File: src/sv/acmm_pkg.sv
package acmm_pkg;

   localparam int MAX_CHANNELS = 10;
   localparam int SAMPLE_BITS  = 24;
   localparam int COEF_BITS    = 16;
   localparam int COEF_FRAC    = COEF_BITS - 4;
   localparam int CH_BITS      = 4;
   localparam int CSR_BITS     = 4;
   localparam int CSR_IDX_BITS = 2;

   localparam int SMP_ADDR_BITS  = $clog2(MAX_CHANNELS);
   localparam int COEF_DEPTH     = MAX_CHANNELS * MAX_CHANNELS;
   localparam int COEF_ADDR_BITS = $clog2(COEF_DEPTH);
   localparam int PROD_BITS      = SAMPLE_BITS + COEF_BITS;
   localparam int ACC_BITS       = PROD_BITS + CH_BITS;

   localparam logic signed [COEF_BITS-1:0] COEF_ONE  = COEF_BITS'(1 << COEF_FRAC);
   localparam logic signed [COEF_BITS-1:0] COEF_HALF = COEF_BITS'(1 << (COEF_FRAC - 1));
   localparam logic signed [COEF_BITS-1:0] COEF_P7   =
      COEF_BITS'((7 * (1 << COEF_FRAC) + 5) / 10);
   localparam logic signed [COEF_BITS-1:0] COEF_ZERO = '0;

   // configuration register indexes
   typedef enum logic [CSR_IDX_BITS-1:0] {
      CSR_IN_CHANNELS  = 2'd0,
      CSR_OUT_CHANNELS = 2'd1,
      CSR_USE_MATRIX   = 2'd2
   } csr_index_type;

   // request kinds
   localparam logic KIND_SAMPLE = 1'b0;
   localparam logic KIND_COEF   = 1'b1;

   typedef enum logic [1:0] {
      ST_IDLE,
      ST_MAC,
      ST_FLUSH,
      ST_ROUND
   } state_type;

   // zero acts as one, anything above the maximum as the maximum
   function automatic logic [CH_BITS-1:0] clamp_count(input logic [CH_BITS-1:0] n);
      logic [CH_BITS-1:0] res;
      if (n == '0) begin
         res = CH_BITS'(1);
      end else if (32'(n) > MAX_CHANNELS) begin
         res = CH_BITS'(MAX_CHANNELS);
      end else begin
         res = n;
      end
      return res;
   endfunction

   function automatic logic fixed_pair(input logic [CH_BITS-1:0] ni,
                                       input logic [CH_BITS-1:0] no);
      return (ni == 4'd1 && no == 4'd2) || (ni == 4'd2 && no == 4'd1) ||
             (no == 4'd2 && (ni == 4'd4 || ni == 4'd5 || ni == 4'd6));
   endfunction

   // weight of input c into output r for the built-in converters and passthrough
   function automatic logic signed [COEF_BITS-1:0] fixed_coef(
      input logic [CH_BITS-1:0] ni,
      input logic [CH_BITS-1:0] no,
      input logic [CH_BITS-1:0] r,
      input logic [CH_BITS-1:0] c);
      logic [CH_BITS:0] cw;
      logic [CH_BITS:0] rw;
      logic signed [COEF_BITS-1:0] k;
      cw = {1'b0, c};
      rw = {1'b0, r};
      k  = COEF_ZERO;
      if (ni == 4'd1 && no == 4'd2) begin
         k = (c == 4'd0) ? COEF_ONE : COEF_ZERO;
      end else if (ni == 4'd2 && no == 4'd1) begin
         k = COEF_HALF;
      end else if (ni == 4'd4 && no == 4'd2) begin
         if (c == r) begin
            k = COEF_ONE;
         end else if (cw == rw + 5'd2) begin
            k = COEF_P7;
         end
      end else if (ni == 4'd5 && no == 4'd2) begin
         if (c == r) begin
            k = COEF_ONE;
         end else if (c == 4'd2) begin
            k = COEF_HALF;
         end else if (cw == rw + 5'd3) begin
            k = COEF_ONE;
         end
      end else if (ni == 4'd6 && no == 4'd2) begin
         if (c == r) begin
            k = COEF_ONE;
         end else if (c == 4'd2 || c == 4'd3) begin
            k = COEF_HALF;
         end else if (cw == rw + 5'd4) begin
            k = COEF_HALF;
         end
      end else begin
         k = (c == r) ? COEF_ONE : COEF_ZERO;
      end
      return k;
   endfunction

endpackage

File: src/sv/acmm_ram.sv
module acmm_ram #(
   parameter int WIDTH = 16,
   parameter int DEPTH = 100
) (
   input  logic                     clock,
   input  logic                     wr_en,
   input  logic [$clog2(DEPTH)-1:0] wr_addr,
   input  logic [WIDTH-1:0]         wr_data,
   input  logic [$clog2(DEPTH)-1:0] rd_addr,
   output logic [WIDTH-1:0]         rd_data
);

   logic [WIDTH-1:0] mem_ff [DEPTH];
   logic [WIDTH-1:0] rd_data_ff;

   always_ff @(posedge clock) begin
      if (wr_en) begin
         mem_ff[wr_addr] <= wr_data;
      end
      rd_data_ff <= mem_ff[rd_addr];
   end

   assign rd_data = rd_data_ff;

endmodule

File: src/sv/audio_channel_matrix_mixer_core.sv
// Interleaved audio channel mixer. Requests are either audio samples (Q1.23) or
// coefficient writes (Q3.12) into a 10 x 10 matrix; a frame is in_channels
// samples, and on its last sample the block emits one mixed sample per output
// channel, the last marked with frame_last. With use_matrix set each output is
// the sum of sample times loaded coefficient; otherwise the built-in 1>2, 2>1,
// 4>2, 5>2 and 6>2 converters apply, and any other pair passes the frame
// through. Sums are rounded to nearest (ties up) and saturated to 24 bits.
// A coefficient write or a sample that does not close a frame is taken while the
// block is idle. The closing sample starts a frame computation of count outputs,
// count being the number of outputs and ni the input count, done by a single
// shared multiply-accumulate that reads one sample and one coefficient per cycle
// from two single-port-read memories; per output that is ni issue steps, a drain
// of the read and multiply stages and a rounding step, which waits while the
// consumer holds back a waiting result. Requests are not taken during that time,
// but the last result may still wait in the output register while new requests
// come in. Configuration is to be written by the user only while idle, which the
// block itself does not enforce; coefficients must be written before a matrix
// frame reads them.
module audio_channel_matrix_mixer_core (
   input  logic                                    clock,
   input  logic                                    reset,
   // request channel
   input  logic                                    req_valid,
   output logic                                    req_stall,
   input  logic                                    req_kind,
   input  logic signed [acmm_pkg::SAMPLE_BITS-1:0] req_sample_in,
   input  logic [acmm_pkg::CH_BITS-1:0]            req_coef_row,
   input  logic [acmm_pkg::CH_BITS-1:0]            req_coef_col,
   input  logic signed [acmm_pkg::COEF_BITS-1:0]   req_coef_value,
   // result channel
   output logic                                    rsp_valid,
   input  logic                                    rsp_stall,
   output logic signed [acmm_pkg::SAMPLE_BITS-1:0] rsp_sample_out,
   output logic [acmm_pkg::CH_BITS-1:0]            rsp_out_channel,
   output logic                                    rsp_frame_last,
   // configuration port
   input  logic                                    csr_write,
   input  logic [acmm_pkg::CSR_IDX_BITS-1:0]       csr_index,
   input  logic [acmm_pkg::CSR_BITS-1:0]           csr_wdata
);

   import acmm_pkg::*;

   // configuration registers
   logic [CH_BITS-1:0] in_channels_ff;
   logic [CH_BITS-1:0] out_channels_ff;
   logic               use_matrix_ff;

   // sequencer state
   state_type                 state_ff, state_in;
   logic [CH_BITS-1:0]        pos_ff, pos_in;
   logic [CH_BITS-1:0]        row_ff, row_in;
   logic [CH_BITS-1:0]        col_ff, col_in;
   logic [COEF_ADDR_BITS-1:0] rbase_ff, rbase_in;

   // mac pipeline
   logic                        p1_vld_ff, p2_vld_ff;
   logic signed [COEF_BITS-1:0] fixc_ff;
   logic signed [PROD_BITS-1:0] prod_ff;
   logic signed [ACC_BITS-1:0]  acc_ff, acc_in;

   // output register
   logic                          rsp_valid_ff, rsp_valid_in;
   logic signed [SAMPLE_BITS-1:0] rsp_sample_ff;
   logic [CH_BITS-1:0]            rsp_chan_ff;
   logic                          rsp_last_ff;

   // derived channel counts
   logic [CH_BITS-1:0] ni, no, count;
   logic               last_col, last_row, out_free;

   // control
   logic req_take, smp_wr, coef_wr, frame_done, issue, load_out;

   // memory ports
   logic [SAMPLE_BITS-1:0]    smp_rd;
   logic [COEF_BITS-1:0]      coef_rd;
   logic [COEF_ADDR_BITS-1:0] coef_wr_addr;
   logic [COEF_ADDR_BITS-1:0] coef_rd_addr;

   // datapath
   logic signed [COEF_BITS-1:0]            coef_sel;
   logic signed [ACC_BITS-1:0]             acc_rnd;
   logic signed [ACC_BITS-COEF_FRAC-1:0]   acc_shr;
   logic signed [SAMPLE_BITS-1:0]          sat_val;

   localparam logic signed [ACC_BITS-COEF_FRAC-1:0] SAT_HI =
      (ACC_BITS-COEF_FRAC)'((64'sd1 <<< (SAMPLE_BITS - 1)) - 64'sd1);
   localparam logic signed [ACC_BITS-COEF_FRAC-1:0] SAT_LO =
      (ACC_BITS-COEF_FRAC)'(-(64'sd1 <<< (SAMPLE_BITS - 1)));

   assign ni       = clamp_count(in_channels_ff);
   assign no       = clamp_count(out_channels_ff);
   assign count    = (use_matrix_ff || fixed_pair(ni, no)) ? no : ni;
   assign last_col = (col_ff + 4'd1 == ni);
   assign last_row = (row_ff + 4'd1 == count);
   assign out_free = !rsp_valid_ff || !rsp_stall;

   // frame closes when the position reaches or passes the last input channel
   assign frame_done = ({1'b0, pos_ff} + 5'd1 >= {1'b0, ni});

   // ---------------- control outputs ----------------
   always_comb begin
      req_stall = (state_ff != ST_IDLE);
      req_take  = req_valid && !req_stall;
      smp_wr    = req_take && (req_kind == KIND_SAMPLE) && (32'(pos_ff) < MAX_CHANNELS);
      coef_wr   = req_take && (req_kind == KIND_COEF) &&
                  (32'(req_coef_row) < MAX_CHANNELS) && (32'(req_coef_col) < MAX_CHANNELS);
      issue     = (state_ff == ST_MAC);
      load_out  = (state_ff == ST_ROUND) && out_free;
   end

   // ---------------- next state ----------------
   always_comb begin
      state_in = state_ff;
      unique case (state_ff)
         ST_IDLE: begin
            if (req_take && req_kind == KIND_SAMPLE && frame_done) begin
               state_in = ST_MAC;
            end
         end
         ST_MAC: begin
            if (last_col) begin
               state_in = ST_FLUSH;
            end
         end
         ST_FLUSH: begin
            if (!p1_vld_ff && !p2_vld_ff) begin
               state_in = ST_ROUND;
            end
         end
         ST_ROUND: begin
            if (out_free) begin
               state_in = last_row ? ST_IDLE : ST_MAC;
            end
         end
         default: state_in = ST_IDLE;
      endcase
   end

   // ---------------- counters ----------------
   always_comb begin
      pos_in   = pos_ff;
      row_in   = row_ff;
      col_in   = col_ff;
      rbase_in = rbase_ff;
      if (req_take && req_kind == KIND_SAMPLE) begin
         pos_in   = frame_done ? '0 : pos_ff + 4'd1;
         row_in   = '0;
         col_in   = '0;
         rbase_in = '0;
      end
      if (issue) begin
         col_in = last_col ? '0 : col_ff + 4'd1;
      end
      if (load_out && !last_row) begin
         row_in   = row_ff + 4'd1;
         rbase_in = rbase_ff + COEF_ADDR_BITS'(MAX_CHANNELS);
      end
   end

   // ---------------- memories ----------------
   assign coef_wr_addr = COEF_ADDR_BITS'(req_coef_row) * COEF_ADDR_BITS'(MAX_CHANNELS) +
                         COEF_ADDR_BITS'(req_coef_col);
   assign coef_rd_addr = rbase_ff + COEF_ADDR_BITS'(col_ff);

   // gathered frame, one entry per input channel
   acmm_ram #(
      .WIDTH (SAMPLE_BITS),
      .DEPTH (MAX_CHANNELS)
   ) u_smp_ram (
      .clock   (clock),
      .wr_en   (smp_wr),
      .wr_addr (pos_ff[SMP_ADDR_BITS-1:0]),
      .wr_data (req_sample_in),
      .rd_addr (col_ff[SMP_ADDR_BITS-1:0]),
      .rd_data (smp_rd)
   );

   // coefficient matrix, row-major by output channel
   acmm_ram #(
      .WIDTH (COEF_BITS),
      .DEPTH (COEF_DEPTH)
   ) u_coef_ram (
      .clock   (clock),
      .wr_en   (coef_wr),
      .wr_addr (coef_wr_addr),
      .wr_data (req_coef_value),
      .rd_addr (coef_rd_addr),
      .rd_data (coef_rd)
   );

   // ---------------- datapath ----------------
   assign coef_sel = use_matrix_ff ? signed'(coef_rd) : fixc_ff;

   always_comb begin
      acc_in = acc_ff;
      if (req_take || load_out) begin
         acc_in = '0;
      end else if (p2_vld_ff) begin
         acc_in = acc_ff + ACC_BITS'(prod_ff);
      end
   end

   // round half up, arithmetic shift, then clamp to the sample range
   assign acc_rnd = acc_ff + ACC_BITS'(COEF_HALF);
   assign acc_shr = acc_rnd[ACC_BITS-1:COEF_FRAC];

   always_comb begin
      priority if (acc_shr > SAT_HI) begin
         sat_val = SAT_HI[SAMPLE_BITS-1:0];
      end else if (acc_shr < SAT_LO) begin
         sat_val = SAT_LO[SAMPLE_BITS-1:0];
      end else begin
         sat_val = acc_shr[SAMPLE_BITS-1:0];
      end
   end

   assign rsp_valid_in = load_out || (rsp_valid_ff && rsp_stall);

   // ---------------- registers ----------------
   always_ff @(posedge clock) begin
      if (reset) begin
         in_channels_ff  <= CH_BITS'(2);
         out_channels_ff <= CH_BITS'(2);
         use_matrix_ff   <= 1'b0;
         state_ff        <= ST_IDLE;
         pos_ff          <= '0;
         row_ff          <= '0;
         col_ff          <= '0;
         rbase_ff        <= '0;
         p1_vld_ff       <= 1'b0;
         p2_vld_ff       <= 1'b0;
         rsp_valid_ff    <= 1'b0;
      end else begin
         if (csr_write) begin
            unique case (csr_index)
               CSR_IN_CHANNELS:  in_channels_ff  <= csr_wdata[CH_BITS-1:0];
               CSR_OUT_CHANNELS: out_channels_ff <= csr_wdata[CH_BITS-1:0];
               CSR_USE_MATRIX:   use_matrix_ff   <= csr_wdata[0];
               default: ;
            endcase
         end
         state_ff     <= state_in;
         pos_ff       <= pos_in;
         row_ff       <= row_in;
         col_ff       <= col_in;
         rbase_ff     <= rbase_in;
         p1_vld_ff    <= issue;
         p2_vld_ff    <= p1_vld_ff;
         rsp_valid_ff <= rsp_valid_in;
      end
   end

   // payload registers
   always_ff @(posedge clock) begin
      fixc_ff <= fixed_coef(ni, no, row_ff, col_ff);
      prod_ff <= signed'(smp_rd) * coef_sel;
      acc_ff  <= acc_in;
      if (load_out) begin
         rsp_sample_ff <= sat_val;
         rsp_chan_ff   <= row_ff;
         rsp_last_ff   <= last_row;
      end
   end

   assign rsp_valid       = rsp_valid_ff;
   assign rsp_sample_out  = rsp_sample_ff;
   assign rsp_out_channel = rsp_chan_ff;
   assign rsp_frame_last  = rsp_last_ff;

`ifndef SYNTHESIS
   // mac pipeline only runs while a frame is being computed
   a_pipe_in_frame: assert property (@(posedge clock) disable iff (reset)
      (p1_vld_ff || p2_vld_ff) |-> (state_ff == ST_MAC || state_ff == ST_FLUSH))
      else $error("mac pipeline active outside frame computation");

   // gather position never leaves the sample store
   a_pos_range: assert property (@(posedge clock) disable iff (reset)
      32'(pos_ff) < MAX_CHANNELS)
      else $error("channel position out of range");

   // issued column stays below the input channel count
   a_col_range: assert property (@(posedge clock) disable iff (reset)
      (state_ff == ST_MAC) |-> (col_ff < ni))
      else $error("mac column beyond input channels");

   // emitted channel index stays below the output count
   a_row_range: assert property (@(posedge clock) disable iff (reset)
      (state_ff == ST_ROUND) |-> (row_ff < count))
      else $error("output row beyond output count");

   // the marked result ends the frame and frees the request side
   a_last_to_idle: assert property (@(posedge clock) disable iff (reset)
      (load_out && last_row) |=> (state_ff == ST_IDLE && rsp_valid_ff && rsp_last_ff))
      else $error("frame did not end after last result");
`endif

endmodule

File: config.mk
export PLATFORM = sky130hd
export DESIGN_NAME = audio_channel_matrix_mixer_core
export DESIGN_NICKNAME = d
export VERILOG_FILES = /design/src/sv/acmm_pkg.sv /design/src/sv/acmm_ram.sv /design/src/sv/audio_channel_matrix_mixer_core.sv
export SDC_FILE = /design/constraint.sdc
export NUM_CORES = 2
export LEC_CHECK = 0
export ABC_AREA = 1
export BUFFER_PORTS_ARGS = -buffer_cell sky130_fd_sc_hd__buf_2
export CAP_MARGIN = 20
export CORE_MARGIN = 3
export CORE_UTILIZATION = 47
export DETAILED_ROUTE_END_ITERATION = 7
export HOLD_SLACK_MARGIN = 0.12
export MAX_ROUTING_LAYER = met4
export PLACE_DENSITY = 0.7
export SYNTH_ARGS = -nofsm -noshare
export SYNTH_HDL_FRONTEND = slang
export SYNTH_SLANG_ARGS = --single-unit
File: constraint.sdc
create_clock -name clock -period 7.8 [get_ports clock]
set_clock_uncertainty 0.2 [all_clocks]
set_input_delay 0.39 -clock clock [delete_from_list [all_inputs] [get_ports clock]]
set_output_delay 0.39 -clock clock [all_outputs]
set_load 0.02 [all_outputs]
# ---- Yosys cells after proc, flatten, opt, wreduce, memory -nomap -nowiden
# Memories as Yosys holds them, arrays and structs flattened. A register that Yosys moved wholly into a read port is not among the register bits.
# Cells that the tools add are included.
dict set report op_classes {
  bitwise_logic 1
  reduce_logical 44
  muxes 39
  n_eq_ne 24
  n_addsub 12
  n_lt_le_gt_ge 8
  mul 2
}
# op count
set ops {}
lappend ops {{2-to-1 mux 16 bit} 6}
lappend ops {{2-to-1 mux 13 bit} 7}
lappend ops {{adder 44 x 13 -> 44 bit, second input constant} 1}
lappend ops {{adder 44 x 40 -> 44 bit} 1}
lappend ops {{multiplier 24 x 16 -> 40 bit} 1}
lappend ops {{2-to-1 mux 4 bit} 10}
lappend ops {{2-to-1 mux 12 bit} 3}
lappend ops {{greater-than comparator 32 x 24 -> 1 bit, second input constant} 1}
lappend ops {{< comparator 32 x 24 -> 1 bit, second input constant} 1}
lappend ops {{2-to-1 mux 24 bit} 1}
lappend ops {{logical AND 1 bit} 17}
lappend ops {{== test 4 x 2 -> 1 bit, second input constant} 4}
lappend ops {{== test 4 x 5 -> 1 bit} 3}
lappend ops {{adder 7 x 4 -> 7 bit} 2}
lappend ops {{2-to-1 mux 7 bit} 2}
lappend ops {{adder 4 x 1 -> 4 bit, second input constant} 3}
lappend ops {{== test 4 x 3 -> 1 bit, second input constant} 3}
lappend ops {{== test 4 bit} 3}
lappend ops {{zero test 4 bit} 3}
lappend ops {{< comparator 4 bit, second input constant} 3}
lappend ops {{adder 4 x 2 -> 5 bit, second input constant} 2}
lappend ops {{logical OR 1 bit} 9}
lappend ops {{== test 4 x 1 -> 1 bit, second input constant} 2}
lappend ops {{greater-than comparator 4 bit, second input constant} 2}
lappend ops {{other kinds (17)} 40}
dict set report totals {
  output_inout_bits 31
  register_bits 162
  mem_count 2
  mem_bits_rw 1840
}
# memory words word_bits read_ports rd_ports_with_merged_regs wr line
set mem_list {}
lappend mem_list {u_coef_ram.mem_ff 100 16 1 1 1 acmm_ram.sv:13} ;# logic [WIDTH-1:0] mem_ff [DEPTH];
lappend mem_list {u_smp_ram.mem_ff 10 24 1 1 1 acmm_ram.sv:13}

# ---- Logic depth before layout (Yosys ltp)
dict set report logic_depth {
  word_depth 14
  ltp_mapped 32
  mapped_depth_nobuf 30
}

# ---- Cells and area by module
# A second synthesis with hierarchy kept.
dict set report unflattened {
  cells_unflattened 9736
  area_unflattened_um2 100038.4
}
# module area_per_inst_um2 cells_each instances
set modules_own_cells {}
lappend modules_own_cells {{acmm_ram at u_coef_ram} 65316.4 5533 1}
lappend modules_own_cells {audio_channel_matrix_mixer_core 24168.2 3244 1}
lappend modules_own_cells {{acmm_ram at u_smp_ram} 10553.9 959 1}

# ---- Worst setup path before layout
# Ideal clock, no wire load.
dict set report synth_timing {
  path_type {flip-flop to flip-flop}
  from {register use_matrix_ff}
  to {register prod_ff[29]}
  path_stages_with_launch 29
  t_required_ns 7.488
  n_path_buf 3
  path_slack_ns 1.411
  setup_time_ns 0.112
  arrival_ns 6.077
  path_cell_list {dfxtp_1 -> buf_2 -> buf_1 -> nand2_1 -> inv_1 -> clkbuf_1 -> nand2_1 -> fa_1 -> inv_1 -> fa_1 -> inv_1 -> fa_1 -> inv_1 -> fa_1 -> fa_1 -> inv_1 -> fa_1 -> inv_1 -> ha_1 -> a21oi_1 -> inv_1 -> a31oi_1 -> nand2_1 -> a21boi_0 -> o21ai_0 -> nand2_1 -> nand2_1 -> nand2_1 -> nand2_1}
}
dict set report synth_via {
  elab_chain_len 2
}
# item line
set synth_rtl {}
lappend synth_rtl {{start: declaration} audio_channel_matrix_mixer_core.sv:47} ;# logic use_matrix_ff;
lappend synth_rtl {{start signal: assignment} audio_channel_matrix_mixer_core.sv:240} ;# CSR_USE_MATRIX: use_matrix_ff <= csr_wdata[0];
lappend synth_rtl {{2-to-1 mux 16 bit} audio_channel_matrix_mixer_core.sv:194} ;# assign coef_sel = use_matrix_ff ? signed'(coef_rd) : fixc_ff;
lappend synth_rtl {{multiplier 24 x 16 -> 40 bit} audio_channel_matrix_mixer_core.sv:258} ;# prod_ff <= signed'(smp_rd) * coef_sel;
lappend synth_rtl {{end signal: assignment} audio_channel_matrix_mixer_core.sv:258}
lappend synth_rtl {{end: declaration} audio_channel_matrix_mixer_core.sv:59} ;# logic signed [PROD_BITS-1:0] prod_ff;
# No other way between the ends.
# A chain may end at the register's enable or synchronous reset.

# ---- Worst setup path in the final report
dict set report layout_timing {
  from {register use_matrix_ff}
  to {register prod_ff[38]}
}
# Same word-level chain as after synthesis.

==> flow_summary.yaml <==
hold_path:
  hp-class: "in2reg"
  hp-start: "req_sample_in[22]"
floorplan:
  fp-row-count: 166
  die_w_um: 461.2
  die_height_um: 461.2
  initial_core_util_pct: 47.41
  coreArea_mm2: 0.2054
  io_pins: 91
  die_area_mm2: 0.2127
worst_setup_path:
  path_class: "reg2reg"
  crit_path_start_kind: "flop"
  cp-end-kind: "flop"
  rr_startpoint: "use_matrix_ff$_SDFFE_PP0P_"
  cp_max_fo: 17
  required_ps: 8310
  critPathLaunch: "use_matrix_ff$_SDFFE_PP0P_"
  cp.arrival_ps: 7620
synth:
  synth_area_leaders: "edfxtp_1 58%, fa_1 7.8%, nor2_1 6.0%, o21ai_0 5.8%, inv_1 3.3%"
  ys_seq_area_share_pct: 60.90
  synthSimpleGateAreaFrac_pct: 10.92
  synth_ff_type: "edfxtp_1"
  synth-async-reset-ratio_pct: 0
  synth_area_mm2: 0.09738
  yosys.area_share.xor_xnor_pct: 1.077
  yosys.area.top_type_share_pct: 57.63
  synth_top_family_by_area: "compound AO/OA/AOI/OAI gates"
  synth_compound_area_share_pct: 11.73
  yosys.area_share.adder_pct: 9.973
  synth_edf_count: 1869
  synthCells: 8835
  yosysTopAreaCell: "edfxtp_1"
  ys.warnings.count: 0
  synthMuxAreaShare_pct: 0
  avgSynthCellArea_um2: 11.02
  syn_nets: 9445
  synth_cell_types: 52
  yosys_register_bits: 2028
cts:
  clockBufferDepth: 3
  cts_sinks: 2028
  clk_pin_slew_worst_paths_ps: 60
  cts_buffers: 202
  htree_num_levels: 4
  cts_tree: "yes"
  postCtsSetupRepairBufs: 0
  root_buffer: "clkbuf_16"
  clk_latency_ps: 900
layout:
  layout_common_cells: "1869 x edfxtp_1, 1543 x nor2_1, 1119 x o21ai_0, 857 x inv_1, 818 x nand2_1"
  regArea_mm2: 0.05931
  fillerInstances: 17400
  area_growth_pct: 11.71
  instances_no_fill: 11790
  drive_above_1_share_pct: 7.060
  fin_area_mm2: 0.1088
  final_common_cell: "edfxtp_1"
  nets: 9528
  multi_input_area_mm2: 0.03294
power:
  total_power_mw: 35.54
  power_leakage_nw: 40.03
  max-vdd-ir-drop_v: 0.0002368
  power_density_mw_per_mm2: 326.7
status:
  run_status: "finished clean"
global_routing:
  grt_first_pass_wirelength_mm: 410.9
  track_usage_pct: 26.25
  grt-ovfl-total: 0
  antenna_found_initial: 12
  grt_max_degree: 193
  grt_pass1_vias: 66550
place:
  placedCellCount: 11340
  io_buffer_count: 90
  gp_congestion: 0.9405
  place_area_mm2: 0.1011
  dp_hpwl_mm: 170.0
drt:
  dr.pass1.iters: 6
  drt_iter0_markers: 8011
  wl_mm: 273.6
  drcViolationCount: 0
  wire_per_inst_um: 23.21
  postRouteAntennaNets: 0
  vias: 68080
  post_drt_via_cell_ratio: 5.774
job:
  maxCapViolCount: 0
sta:
  hold_violations: 0
  post-route-min-period_ps: 7113
  slew-limit-headroom_pct: 22.83
  max_freq_mhz: 140.6
  period_share_pct: 91.20
  setup_viol: 0
  slew_viol_final: 0
  rsz0062_at_grt: "false"
  tightest_slew_ps: 1158
  fin_setup_tns_ps: 0
## critical path: stages, from the launching register on
cell	delay (ps)
dfxtp_1	320
buf_4	230
nand2_1	80
nand2_1	80
buf_4	210
inv_1	290
nor2_1	370
fa_1	500
fa_1	610
inv_1	200
fa_1	520
inv_1	50
fa_1	520
inv_1	50
fa_1	470
inv_1	50
fa_1	430
ha_1	410
inv_1	90
nor3_1	330
nand2_1	140
nor4_1	410
nand4_1	220
nand4_1	150
nand2_1	60
## repair_timing
action | CTS | global route
resized for setup | 0 | 0
hold endpoints to repair | 754 | 0
hold buffers | 57 | 0
## cell usage after synthesis, types with 3 or more instances
library cell and instances:
xnor2_1 30, a21oi_1 322, ha_1 173, nand3b_1 4
o21a_1 22, o21ai_1 112, a21o_1 16, nand3b_2 3
buf_2 115, nand4_1 35, a31oi_1 18, and3_1 5
buf_1 21, edfxtp_1 1869, inv_1 858, nor2_1 1546
xor2_1 86, buf_6 3, nand3_1 209, o211ai_1 96
or2_2 8, clkbuf_1 323, o21bai_1 9, dfxtp_1 159
nand2_1 819, clkinv_1 13, nor3_1 46, o221ai_1 8
buf_4 9, a211oi_1 4, fa_1 377, inv_2 6
nor4_1 7, a21boi_0 6, o21ai_0 1119, o22ai_1 356
## final timing paths
kind | to | slack [ps] | cells after the start
setup / recovery | prod_ff[38]$_DFF_P_ | 690 | 24
hold / removal | u_smp_ram.mem_ff[6][22]$_DFFE_PP_ | 190 | 2
setup reg to reg | prod_ff[38]$_DFF_P_ | 690 | 24
hold reg to reg | acc_ff[0]$_SDFFE_PP0P_ | 270 | 2
## where the power goes
part	internal [mW]	switching [mW]	leakage [nW]
clock network	5.98	4.30	3.40
logic	3.90	8.56	18.5
registers	12.3	0.467	18.1
## stage by stage
stage                     setup slack (ps)  utilization [%]  hold slack, ps
after global placement               875.2            49.21           232.5
final                                686.5            52.96           194.5
after CTS                            805.0            52.93           148.4
after floorplan                       1411                -           210.1
after detailed placement             846.6            49.21           234.5
after global routing                 210.2            52.95           174.6
## layer usage
layer	vias up	part of all wire [%]	global-route usage [%]
met4	0	3.7	9.452
met5	-	0	-
li1	30670	-	-
met1	33610	40	34.87
met3	566	8.9	4.221
met2	3239	47	41.09
## logic make-up after synthesis
kind of cell | count (synthesis)
xor+xnor | 118
compound gates | 2099
buf+inv | 1348
flops | 2028
fa+ha+maj | 550
simple gates | 2692
## registers in the layout (all words and copies together) (netlist names), 6 cells and up
signal / flops
u_coef_ram.rd_data: 16
rsp_sample_out: 24
u_smp_ram.mem_ff: 240
u_coef_ram.mem_ff: 1600
prod_ff: 40
u_smp_ram.rd_data: 24
acc_ff: 44
rbase_ff: 6
## area by class of cell
type	count	area share, %
flip-flops and latches	2028	54.52
multi-input cells	5459	30.28
clock buffers	251	4.883
well taps	2688	3.092
inverters	877	3.049
repair buffers	350	2.533
clock inverters	129	1.618
diodes	9	0.02070
No activity file was read; power rests on OpenSTA's default activity.
